--- src/hw/rtl/mccp_pkg.sv ---
// Shared definitions for the motor command frame packer: code widths,
// operation codes, register indexes and fixed mode frames. No dependencies.
package mccp_pkg;

	// Code widths of the quantized fields.
	localparam int POSITION_CODE_BITS = 16;
	localparam int GAIN_CODE_BITS     = 12;
	localparam int CODE_BITS_MAX      = (POSITION_CODE_BITS > GAIN_CODE_BITS) ?
		POSITION_CODE_BITS : GAIN_CODE_BITS;

	// Pipeline depth of one quantizer lane: clamp, offset, scale, then one
	// quotient bit per stage.
	localparam int LANE_STAGES = 3 + CODE_BITS_MAX;

	// Total width of the packed codes before truncation to the frame.
	localparam int PACK_W = POSITION_CODE_BITS + 4 * GAIN_CODE_BITS;

	localparam int VALUE_W = 32;
	localparam int LIMIT_W = 64;
	localparam int FRAME_W = 64;
	localparam int CFG_INDEX_W = 3;

	typedef enum logic [1:0] {
		OP_CONTROL = 2'd0,
		OP_ENTER   = 2'd1,
		OP_EXIT    = 2'd2,
		OP_ZERO    = 2'd3
	} op_t;

	localparam logic [CFG_INDEX_W-1:0] REG_POSITION  = 3'd0;
	localparam logic [CFG_INDEX_W-1:0] REG_VELOCITY  = 3'd1;
	localparam logic [CFG_INDEX_W-1:0] REG_TORQUE    = 3'd2;
	localparam logic [CFG_INDEX_W-1:0] REG_STIFFNESS = 3'd3;
	localparam logic [CFG_INDEX_W-1:0] REG_DAMPING   = 3'd4;

	localparam logic [FRAME_W-1:0] FRAME_ENTER = 64'hFFFF_FFFF_FFFF_FFFC;
	localparam logic [FRAME_W-1:0] FRAME_EXIT  = 64'hFFFF_FFFF_FFFF_FFFD;
	localparam logic [FRAME_W-1:0] FRAME_ZERO  = 64'hFFFF_FFFF_FFFF_FFFE;

endpackage

--- src/hw/rtl/mccp_lane.sv ---
// One quantizer lane: clamp, offset, scale and a restoring divider with one
// quotient bit per pipeline stage. Depends on mccp_pkg.
module mccp_lane (
	input  logic                                 clk,
	input  logic [mccp_pkg::LANE_STAGES:1]       en,
	input  logic                                 wide_code,
	input  logic [mccp_pkg::VALUE_W-1:0]         value,
	input  logic [mccp_pkg::LIMIT_W-1:0]         limits,
	output logic [mccp_pkg::CODE_BITS_MAX-1:0]   code
);

	localparam int MB   = mccp_pkg::CODE_BITS_MAX;
	localparam int VW   = mccp_pkg::VALUE_W;
	localparam int NUMW = VW + MB;

	logic signed [VW-1:0] lo;
	logic signed [VW-1:0] hi;
	logic signed [VW-1:0] x;
	logic                 empty;

	assign lo    = limits[VW-1:0];
	assign hi    = limits[2*VW-1:VW];
	assign x     = value;
	assign empty = (hi <= lo);

	// Stage 1: clamp into the configured range.
	logic signed [VW-1:0] xc_s1;

	always_ff @(posedge clk) begin
		if (en[1]) begin
			if (x < lo) begin
				xc_s1 <= lo;
			end else if (x > hi) begin
				xc_s1 <= hi;
			end else begin
				xc_s1 <= x;
			end
		end
	end

	// Stage 2: offset from the minimum and the span. An empty range divides
	// zero by one so the code comes out as zero.
	logic [VW:0]   off_w;
	logic [VW:0]   span_w;
	logic [VW-1:0] off_s2;
	logic [VW-1:0] span_s2;

	assign off_w  = {xc_s1[VW-1], xc_s1} - {lo[VW-1], lo};
	assign span_w = {hi[VW-1], hi} - {lo[VW-1], lo};

	always_ff @(posedge clk) begin
		if (en[2]) begin
			off_s2  <= empty ? '0 : off_w[VW-1:0];
			span_s2 <= empty ? VW'(1) : span_w[VW-1:0];
		end
	end

	// Stage 3: numerator = offset * (2^bits - 1), done as a shift and subtract.
	logic [NUMW-1:0] off_ext;
	logic [NUMW-1:0] num_w;
	logic [NUMW-1:0] num_s3;
	logic [VW-1:0]   span_s3;

	assign off_ext = NUMW'(off_s2);
	assign num_w   = (wide_code ? (off_ext << mccp_pkg::POSITION_CODE_BITS) :
		(off_ext << mccp_pkg::GAIN_CODE_BITS)) - off_ext;

	always_ff @(posedge clk) begin
		if (en[3]) begin
			num_s3  <= num_w;
			span_s3 <= span_s2;
		end
	end

	// Divider stages. The quotient never exceeds 2^bits - 1, so the upper part
	// of the numerator is already below the divisor and MB steps suffice.
	logic [VW-1:0] rem_sn [1:MB];
	logic [MB-1:0] low_sn [1:MB];
	logic [MB-1:0] quo_sn [1:MB];
	logic [VW-1:0] dvs_sn [1:MB];

	for (genvar j = 1; j <= MB; j++) begin : g_div
		logic [VW-1:0] rem_in;
		logic [MB-1:0] low_in;
		logic [MB-1:0] quo_in;
		logic [VW-1:0] dvs_in;
		logic [VW:0]   trial;
		logic [VW:0]   diff;
		logic          take;

		if (j == 1) begin : g_first
			assign rem_in = num_s3[NUMW-1:MB];
			assign low_in = num_s3[MB-1:0];
			assign quo_in = '0;
			assign dvs_in = span_s3;
		end else begin : g_next
			assign rem_in = rem_sn[j-1];
			assign low_in = low_sn[j-1];
			assign quo_in = quo_sn[j-1];
			assign dvs_in = dvs_sn[j-1];
		end

		assign trial = {rem_in, low_in[MB-1]};
		assign diff  = trial - {1'b0, dvs_in};
		assign take  = (trial >= {1'b0, dvs_in});

		always_ff @(posedge clk) begin
			if (en[3+j]) begin
				rem_sn[j] <= take ? diff[VW-1:0] : trial[VW-1:0];
				low_sn[j] <= {low_in[MB-2:0], 1'b0};
				quo_sn[j] <= {quo_in[MB-2:0], take};
				dvs_sn[j] <= dvs_in;
			end
		end
	end

	assign code = quo_sn[MB];

endmodule

--- config.mk ---
export PLATFORM = sky130hd
export DESIGN_NAME = mccp_lane
export DESIGN_NICKNAME = d
export VERILOG_FILES = /design/src/hw/rtl/mccp_pkg.sv /design/src/hw/rtl/mccp_lane.sv
export SDC_FILE = /design/constraint.sdc
export NUM_CORES = 2
export LEC_CHECK = 0
export ABC_AREA = 0
export ABC_CLOCK_PERIOD_IN_PS = 5800
export BUFFER_PORTS_ARGS = -buffer_cell sky130_fd_sc_hd__buf_2
export CAP_MARGIN = 20
export CORE_MARGIN = 8
export CORE_UTILIZATION = 50
export DETAILED_ROUTE_END_ITERATION = 10
export PLACE_DENSITY = 0.66
export SETUP_SLACK_MARGIN = 0.15
export SYNTH_ARGS = -nofsm -noshare
export SYNTH_HDL_FRONTEND = slang
export SYNTH_SLANG_ARGS = --single-unit
--- constraint.sdc ---
create_clock -name clk -period 5.8 [get_ports clk]
set_clock_uncertainty 0.1 [all_clocks]
set_input_delay 1.16 -clock clk [delete_from_list [all_inputs] [get_ports clk]]
set_output_delay 1.16 -clock clk [all_outputs]
set_load 0.005 [all_outputs]
==> flow_summary.toml <==
[worst_setup_path]
required_ps = 6230
cp-end-kind = "register"
rr_worst_depth = 12
crit_path_top_delay_cell = "a2111oi_4"
cpMostUsedCell = "nand2_1"
worstPathCellList = "ha_1 > nand2_1 > nand2_1 > a2111oi_0 > o211ai_1 > a31oi_1 > nor3_1 > nand2b_1 > o31ai_1 > a2111oi_4 > buf_12 > mux2_2"
cp-start-kind = "register"
timing.rr.start = "rem_sn[0][397]"
max_stage_delay_ps = 700
r2r_setup_slack_ps = 1330
cp_max_fo = 26
crit_start = "rem_sn[0][397]"
cp.arrival_ps = 4900
critical_path_class = "register to register"
crit_buf_inv = 1
crit_family = "compound AO/OA/AOI/OAI gates"
rr_endpoint = "rem_sn[0][428]"

[synthesis]
synth_top_family_by_area = "compound AO/OA/AOI/OAI gates"
ys_seq_area_share_pct = 50.8
synth.top_cells.by_count = "edfxtp_1 (1392), inv_1 (754), ha_1 (659), a21oi_1 (572), nand2_1 (424)"
synthCells = 7348
synthesis.area_mm2 = 0.0822
synth_edf_count = 1392
ys_types = 101
ys_ff_latch = 1392
ys_warn_count = 0
synth.net_count = 8141
synth.area.top_cells = "edfxtp_1 (51%), ha_1 (10%), a21oi_1 (3.5%)"
synthArstFlopShare_pct = 0
netlist.area_leader.share_pct = 50.8
synthSimpleGateAreaFrac_pct = 9.67
synth_compound_area_share_pct = 14.3
synth.area.mux_share_pct = 5.27
synth_most_common_cell = "edfxtp_1"
synth_adder_area_share_pct = 10.4
ys.flop_type = "edfxtp_1"
avgSynthCellArea_um2 = 11.2
synth-xor-area-share_pct = 5.08
synth_largest_area_cell = "edfxtp_1"

[pwr]
intPower_mw = 30.8
worst_ir_drop_vdd_mv = 0.282
p_switching_mw = 18.7
power_mw = 49.4
seqPwrFrac_pct = 33.9
clkPwrFrac_pct = 19.9
switching_share_pct = 37.7
power_density_mw_per_mm2 = 546
combPwrFrac_pct = 46.2
p_leak_nw = 37.2

[cts]
clock-sinks = 1392
cts_root_buf = "clkbuf_16"
cts_resized = 0
numCtsBuffers = 157
cts_setup_buffers = 0
htreeDepth = 4
path_clk_slew_ps = 60
cts_hold_buf = 0
cts_tree = "done"
cts.path.max_buffers = 3
clock_latency_ps = 790

[sta]
finalCriticalPeriod_ps = 4470
fmax_ghz = 0.224
rsz0062_at_grt = "false"
fin_setup_tns_ps = 0
setup_slack_ps = 1330
setup_viol = 0
post-route-period-util_pct = 77.0
max_slew.worst_pin.slew_ps = 1090
finalHoldViolations = 0
maxSlewViolCount = 0
slew_headroom_pct = 27.3

[routing]
vias = 56400
drt_iter0_markers = 4947
viasPerCell = 5.73
first_pass_iters = 5
drt-total-wl_um = 202000
drc_errors = 0
post_drt_wl_per_cell_um = 20.5
drtAntennaViolNets = 0

[floorplanning]
rows = 149
io_pins = 133
die-area_mm2 = 0.178
fp.coreArea_mm2 = 0.164
die_x_um = 422
initial_utilization_pct = 50.1
die-height_um = 422

[finish]
nFillCells = 14000
syn2layout_area_growth_pct = 10.1
fin_nets = 8308
multi_input_area_mm2 = 0.0370
utilization_pct = 55.2
regArea_mm2 = 0.0418
layout-drive-gt1-share_pct = 10.1

[min_path]
min-delay-start = "low_sn[0][114]"
hold_class = "register to register"
whs_path_depth = 0
hold_end = "low_sn[0][130]"

[placement]
gp_congestion = 0.923
post-dp-hpwl_um = 157000
dp_slack_ps = 960
port_buffers = 132

[status]
status = "finished clean"

[grt]
antenna_found_initial = 5
grt_usage_pct = 21.9
grt_max_degree = 81
grt_pass1_wl_um = 311000
overflow = 0
grt_pass1_vias = 54400

[job]
drv_cap = 0
## cells by family (layout without fill, tap and decap cells)
| family | count (synthesis) | after routing |
|---|---|---|
| compound gates | 1856 | 1856 |
| simple gates | 1637 | 1637 |
| flops | 1392 | 1392 |
| buf+inv | 922 | 1215 |
| fa+ha+maj | 676 | 676 |
| xor+xnor | 477 | 477 |
| mux | 388 | 388 |
| other cells | 0 | 1 |
## flip-flops by register name, summed over array words and instances, names as in the netlist
name	count
dvs_sn	480
rem_sn	480
quo_sn	136
low_sn	120
num_s3	48
g_div.dvs_in	32
off_s2	32
span_s2	32
xc_s1	32
## routing by layer
metal / track usage [%] / part of all wire (%) / vias to the layer above
li1: - / - / 27400
met1: 28.9 / 44 / 27200
met2: 37.7 / 49 / 1429
met3: 2.74 / 4.5 / 318
met4: 6.58 / 3.0 / 0
met5: 0 / 0 / -
## area by class of cell
class	instances	share of cell area, %
antenna	1	0.00276
multi-input combinational	5034	40.8
timing repair buffer	174	1.21
inverter	756	3.14
clock inverter	93	1.08
clock buffer	192	4.55
sequential	1392	46.2
tap	2189	3.02
## power by group through the flow
stage,registers (mW),logic (mW),clock network (mW)
final,16.7,22.8,9.86
after global routing,17.0,25.3,10.5
after CTS,16.8,22.7,10.1
after detailed placement,17.0,22.5,0
after global placement,17.0,22.2,0
after floorplan,15.9,17.6,0
## stage by stage
| step | cell area (µm²) | hold slack (ps) | std cells |
|---|---|---|---|
| 2_1_floorplan | 82200 | 300 | 7348 |
| 3_3_place_gp | 85400 | 301 | 9543 |
| 3_5_place_dp | 85400 | 305 | 9544 |
| 4_1_cts | 90500 | 314 | 9829 |
| 5_1_grt | 90500 | 321 | 9830 |
| 6_report | 90500 | 311 | 9831 |
## layout by cell type (no fill, tap or decap), types with 106 or more instances in the layout
cell	n
o21ai_0	404
nand3_1	154
edfxtp_1	1392
xor2_1	192
a21o_1	263
mux2i_1	106
xnor2_1	285
nor3_1	118
nand2_1	424
ha_1	659
a21oi_1	571
nor2_1	422
inv_1	754
buf_2	116
clkbuf_16	160
mux2_2	250
## how the worst max path moves through the flow
stage | end | cells after the start
after floorplan | num_s3[43] | 15
after global placement | off_s2[2] | 13
after detailed placement | span_s2[20] | 13
after CTS | rem_sn[0][428] | 12
after global routing | rem_sn[0][428] | 12
final | rem_sn[0][428] | 12
Power figures use the tool's default switching activity.
